--- src/rtl/dbrg_pkg.sv ---
package dbrg_pkg;

   localparam int MAX_CHANNELS_DEF   = 64;
   localparam int MAX_ROW_LENGTH_DEF = 16;

   localparam int VALUE_W = 16;
   localparam int PROD_W  = 32;
   localparam int SUM_W   = 40;
   localparam int Y_W     = 57;
   localparam int MAX_W   = 31;
   localparam int NCH_W   = 7;
   localparam int KLEN_W  = 5;
   localparam int GRP_W   = 16;
   localparam int CSR_IDX_W = 2;
   localparam int BN_SHIFT  = 24;
   localparam int RND_SHIFT = 16;

   localparam logic [MAX_W-1:0] OUT_SAT = 31'h7FFF_FFFF;

   localparam logic [1:0] ACT_WEIGHT = 2'd0;
   localparam logic [1:0] ACT_SCALE  = 2'd1;
   localparam logic [1:0] ACT_OFFSET = 2'd2;
   localparam logic [1:0] ACT_DATA   = 2'd3;

   localparam logic [CSR_IDX_W-1:0] REG_NUM_CHANNELS = 2'd0;
   localparam logic [CSR_IDX_W-1:0] REG_ROW_LENGTH   = 2'd1;
   localparam logic [CSR_IDX_W-1:0] REG_GROUP_ROWS   = 2'd2;

   localparam logic [NCH_W-1:0]  NUM_CHANNELS_RST = 7'd64;
   localparam logic [KLEN_W-1:0] ROW_LENGTH_RST   = 5'd10;
   localparam logic [GRP_W-1:0]  GROUP_ROWS_RST   = 16'd32;

   typedef struct packed {
      logic [1:0]                action;
      logic [5:0]                channel;
      logic [3:0]                position;
      logic signed [VALUE_W-1:0] value;
   } req_type;

   typedef struct packed {
      logic [5:0]       out_channel;
      logic [MAX_W-1:0] out_value;
      logic             last;
   } rsp_type;

   typedef struct packed {
      logic wr_weight;
      logic wr_scale;
      logic wr_offset;
      logic mul;
      logic acc;
      logic bn_mul;
      logic fold;
      logic shift;
      logic clear;
   } cell_cmd_type;

endpackage

--- src/rtl/dbrg_cell.sv ---
module dbrg_cell #(
   parameter int MAX_ROW_LENGTH = dbrg_pkg::MAX_ROW_LENGTH_DEF,
   parameter int EC_W = 4
) (
   input  logic                               clock,
   input  logic                               reset,
   input  dbrg_pkg::cell_cmd_type             cmd,
   input  logic                               sel,
   input  logic                               in_use,
   input  logic [EC_W-1:0]                    elem_idx,
   input  logic [EC_W-1:0]                    wr_pos,
   input  logic signed [dbrg_pkg::VALUE_W-1:0] value,
   input  logic [dbrg_pkg::MAX_W-1:0]         next_max,
   output logic [dbrg_pkg::MAX_W-1:0]         max_out
);
   import dbrg_pkg::*;

   logic signed [VALUE_W-1:0] w_ff [MAX_ROW_LENGTH];
   logic signed [VALUE_W-1:0] scale_ff;
   logic signed [VALUE_W-1:0] offset_ff;
   logic signed [PROD_W-1:0]  prod_ff;
   logic signed [PROD_W-1:0]  prod_in;
   logic signed [SUM_W-1:0]   sum_ff;
   logic signed [Y_W-1:0]     y_ff;
   logic signed [Y_W-1:0]     y_in;
   logic signed [Y_W-1:0]     rnd;
   logic [Y_W-RND_SHIFT-1:0]  rq;
   logic [MAX_W-1:0]          cand;
   logic [MAX_W-1:0]          max_ff;

   assign prod_in = value * w_ff[elem_idx];
   assign y_in    = sum_ff * scale_ff + (Y_W'(offset_ff) <<< BN_SHIFT);
   assign rnd     = y_ff + (Y_W'(1) <<< (RND_SHIFT - 1));
   assign rq      = rnd[Y_W-1:RND_SHIFT];

   always_comb begin
      if (y_ff <= 0) begin
         cand = '0;
      end else if (|rq[Y_W-RND_SHIFT-1:MAX_W]) begin
         cand = OUT_SAT;
      end else begin
         cand = rq[MAX_W-1:0];
      end
   end

   always_ff @(posedge clock) begin
      if (cmd.wr_weight && sel) begin
         w_ff[wr_pos] <= value;
      end
      if (cmd.wr_scale && sel) begin
         scale_ff <= value;
      end
      if (cmd.wr_offset && sel) begin
         offset_ff <= value;
      end
      if (cmd.mul) begin
         prod_ff <= prod_in;
      end
      if (cmd.bn_mul) begin
         y_ff <= y_in;
      end
   end

   always_ff @(posedge clock) begin
      if (reset) begin
         sum_ff <= '0;
         max_ff <= '0;
      end else begin
         if (cmd.fold) begin
            sum_ff <= '0;
         end else if (cmd.acc && in_use) begin
            sum_ff <= sum_ff + SUM_W'(prod_ff);
         end
         if (cmd.clear) begin
            max_ff <= '0;
         end else if (cmd.shift) begin
            max_ff <= next_max;
         end else if (cmd.fold && in_use && (cand > max_ff)) begin
            max_ff <= cand;
         end
      end
   end

   assign max_out = max_ff;

endmodule

--- config.mk ---
export PLATFORM = sky130hd
export DESIGN_NAME = dbrg_cell
export DESIGN_NICKNAME = d
export VERILOG_FILES = /design/src/rtl/dbrg_pkg.sv /design/src/rtl/dbrg_cell.sv
export SDC_FILE = /design/constraint.sdc
export NUM_CORES = 2
export LEC_CHECK = 0
export BUFFER_PORTS_ARGS = -buffer_cell sky130_fd_sc_hd__buf_2
export CORE_ASPECT_RATIO = 1.1
export CORE_MARGIN = 5
export CORE_UTILIZATION = 25
export DETAILED_ROUTE_END_ITERATION = 10
export GPL_ROUTABILITY_DRIVEN = 0
export PLACE_DENSITY_LB_ADDON = 0.25
export SYNTH_ARGS = -nofsm -noshare
export SYNTH_HDL_FRONTEND = slang
export SYNTH_SLANG_ARGS = --single-unit
--- constraint.sdc ---
create_clock -name clock -period 8.6 [get_ports clock]
set_clock_uncertainty 0.1 [all_clocks]
set_input_delay 1.72 -clock clock [delete_from_list [all_inputs] [get_ports clock]]
set_output_delay 1.72 -clock clock [all_outputs]
set_load 0.005 [all_outputs]
==> results by group <==
Placement
  • Port bufs: 98
  • Placed cells: 7986
  • Placed instance area: between 50000 and 60000 sq um
  • Dpl ws: -0.468 ns
  • Hpwl dp: roughly 110 mm

Clock tree
  • Clk_lat worst skew: 0.66 ns
  • Max Buffers Root-to-Sink: 3
  • Clock sink count: ~450
  • Num CTS Buffers: 50
  • Clock Tree Root: clkbuf_16
  • CTS tree: built
  • Clk slew on worst S/H paths: roughly 0.070 ns
  • CTS HTree Levels: 2

Worst hold path
  • Hold Path Depth: 2
  • HP Start: sum_ff[0]
  • Worst hold path endpoint: sum_ff[0]
  • Worst Hold Class: flop to flop

Synthesis
  • Largest family of logic cells by synthesized area: adder cells
  • Post-synth EDFFs: 377
  • Mapped Cells: approximately 5100
  • #FFs+latches synth: between 400 and 500
  • Area of the mapped netlist: 52400 sq um
  • Sequential share of the synthesized area: between 20% and 30%
  • Synth Area in Compound Gates: 7.10%
  • Adder-Cell Fraction of Synth Area: 40.2%
  • Main synth FF type: edfxtp_1
  • Syn Area/Cell: around 10 sq um
  • Synth Area in Simple Gates: between 10% and 20%
  • Synth unique cells: between 80 and 90
  • Syn. warnings: 0
  • Multiplexer share of the synthesized area: 3.49%
  • Post-Synth XOR/XNOR Area: under 10%
  • Fraction of registers with async set/reset: 0%
  • Syn nets: ~6300

Final layout
  • Fin area: a little under 60000 sq um
  • Layout Cells excl Fill: slightly above 8000
  • Layout area overhead: 13.0%
  • Net count reported at finish: ~6500
  • Share of layout cells above drive strength 1: a little over a tenth
  • Fillers: around 22000

STA
  • Fin crit share: between 90% and 100%
  • Max-slew violation count: 0
  • Hold Vio Cnt, Final: 0
  • RSZ-0062 raised after global routing: no
  • Rel. slew slack: ~20%
  • Tmin final: 8.35 ns
  • Sum Neg Setup Slack: 0 ns
  • Slew @ Worst Pin: around 1.2 ns
  • Final setup violation count: 0
  • Final WS setup: around 0.25 ns
  • Achievable Freq: about 120 MHz

Critical path
  • Crit path max fanout: 16
  • Reg-to-Reg Start: scale_ff[3]
  • CP startpoint kind: input port
  • Worst R2R End: y_ff[49]
  • Crit. End Element: flop
  • Required @ worst endpoint: 8.92 ns
  • R2R Setup Slk: between 0.9 and 1 ns
  • Arrival time of the worst setup path: slightly below 9 ns
  • Reg2Reg Depth: 23
  • Setup Crit Path Kind: input port to flop

Global routing
  • Gr ovfl total: 0
  • GRT Total Usage: approximately an eighth
  • First-pass GRT wire length: approximately 220 mm
  • Initial antenna violation count: 10
  • Pin count of the biggest net entering global routing: 64
  • Vias in the first global route: roughly 39000

Route
  • Wl on met1: between 60 and 70 mm
  • WL/cell: roughly 17 um
  • Routed vias: about 35000
  • Metal3 WL: roughly 5.6 mm
  • Highest metal used: met5
  • Routed WL: 140 mm
  • Met2 Wirelength: around 68 mm
  • Drt first pass iters: 7
  • DR DRC count: 0
  • DRT iter0 DRCs: between 1500 and 2000
  • ANT nets after route: 0
  • Post-DR vias/cell: ~4.4

Die
  • Die Height: ~500 um
  • Die footprint: between 200000 and 250000 sq um
  • Core area: 209000 sq um
  • Chip width: 446 um
  • IO Count: between 90 and 100
  • Rows: 176
  • Starting Density: about a quarter

Power
  • P_sw: around 12 mW
  • Clk pwr share: ~8.5%
  • Pint: 14.2 mW
  • Sequential power share: around 14%
  • VDD IR max: around 610 uV
  • Sw Ratio: between 40% and 50%
  • Combinational Power Share: between 70% and 80%
  • Power Density: 441 nW/um^2
  • Leakage power: roughly 26 nW

Flow run
  • Max-cap viol count: 0

Status
  • Outcome: complete, no violations
==> cell type report <==
| cell class | instances | area (sq um) | area share [%] |
|---|---|---|---|
| multi-input cells | 3334 | 34700 | 58.6 |
| flip-flops and latches | 448 | 12700 | 21.5 |
| inverters | 1099 | 4130 | 6.97 |
| well taps | 2759 | 3450 | 5.83 |
| repair buffers | 346 | 2510 | 4.24 |
| clock buffers | 60 | 1290 | 2.18 |
| clock inverters | 32 | 373 | 0.630 |
| diodes | 4 | 10.0 | 0.0169 |
==> Yosys cell counts, types with 55 or more instances <==
| master | instances | area (sq um) |
|---|---|---|
| a211oi_1 | 55 | 413 |
| a21o_1 | 75 | 563 |
| a21oi_1 | 169 | 846 |
| and2_1 | 314 | 1960 |
| clkbuf_1 | 208 | 781 |
| dfxtp_1 | 71 | 1420 |
| edfxtp_1 | 377 | 11300 |
| fa_1 | 886 | 17700 |
| ha_1 | 264 | 3300 |
| inv_1 | 1099 | 4130 |
| mux4_2 | 79 | 1780 |
| nand2_1 | 675 | 2530 |
| nor2_1 | 161 | 604 |
| o21ai_0 | 81 | 405 |
| xnor2_1 | 90 | 788 |
| xor2_1 | 59 | 517 |
==> state kept, by name (all words and copies together), names as in the netlist <==
name and cells:
max_out 31, w_ff 256, offset_ff 16, y_ff 57, scale_ff 16, prod_ff 32
sum_ff 40
==> metrics by stage <==
step | total power [mW] | hold WS (ns) | util, %
detailed placement | 24.0 | 0.391 | 27.5
floorplan | 17.2 | 0.394 | -
CTS | 26.4 | 0.400 | 28.3
finish | 26.1 | 0.400 | 28.3
global placement | 23.9 | 0.385 | 27.5
global route | 29.1 | 0.427 | 28.3
==> power groups by stage <==
stage / Sequential [mW] / Combinational (mW) / Clock, mW
after floorplan: 3.63 / 13.6 / 0
after global placement: 3.80 / 20.1 / 0
after detailed placement: 3.80 / 20.2 / 0
after CTS: 3.75 / 20.4 / 2.32
after global routing: 3.78 / 22.9 / 2.39
final: 3.75 / 20.1 / 2.23
==> worst max-delay path by stage <==
stage | startpoint | to | cells after the start
2_1_floorplan | elem_idx[0] | prod_ff[31] | 25
3_3_place_gp | elem_idx[0] | prod_ff[31] | 26
3_5_place_dp | elem_idx[0] | prod_ff[31] | 26
4_1_cts | elem_idx[0] | prod_ff[31] | 25
5_1_grt | elem_idx[0] | prod_ff[31] | 24
6_report | elem_idx[0] | prod_ff[30] | 26
==> cells in the final DEF (no fill, tap or decap), types with 35 or more instances in the layout <==
cell type,instances
a211oi_1,55
a21o_1,75
a21oi_1,167
and2_1,314
buf_2,97
buf_4,236
clkbuf_16,50
dfxtp_1,71
edfxtp_1,377
fa_1,885
ha_1,263
inv_1,1098
mux4_2,79
nand2_1,674
nand3_1,48
nand4_1,35
nor2_1,161
o21ai_0,79
xnor2_1,90
xor2_1,59
==> critical path, cell delays in order <==
cell,delay (ns)
buf_4,0.15
buf_12,0.19
buf_12,0.20
mux4_2,0.52
mux4_2,0.64
buf_12,0.20
and2_1,0.17
fa_1,0.44
fa_1,0.44
fa_1,0.49
fa_1,0.54
fa_1,0.50
inv_1,0.05
fa_1,0.48
inv_1,0.04
ha_1,0.18
a21oi_1,0.21
o21bai_1,0.09
a21oi_1,0.21
nor2b_1,0.08
a21oi_2,0.16
o41ai_4,0.10
buf_4,0.17
a41o_1,0.20
o41a_1,0.33
xor2_1,0.15
==> cells by family after synthesis <==
family | after synthesis
adder cells (fa/ha/maj) | 1150
buffers and inverters | 1331
XOR/XNOR | 149
multiplexers | 84
AND/OR/NAND/NOR | 1403
AO/OA/AOI/OAI | 548
flip-flops | 448
==> per-layer routing <==
layer / track usage [%] / vias up
li1: - / 16427
met1: 17.2 / 18112
met2: 22.1 / 642
met3: 1.70 / 189
met4: 3.07 / 2
met5: 0 / -
==> what timing repair did <==
item	4_1_cts	5_1_grt
setup buffers	0	0
gates resized for setup	0	5
hold buffers	0	0
endpoints found under the setup margin	0	4
hold endpoints to repair	0	0
(Power assumes the default switching activity.)
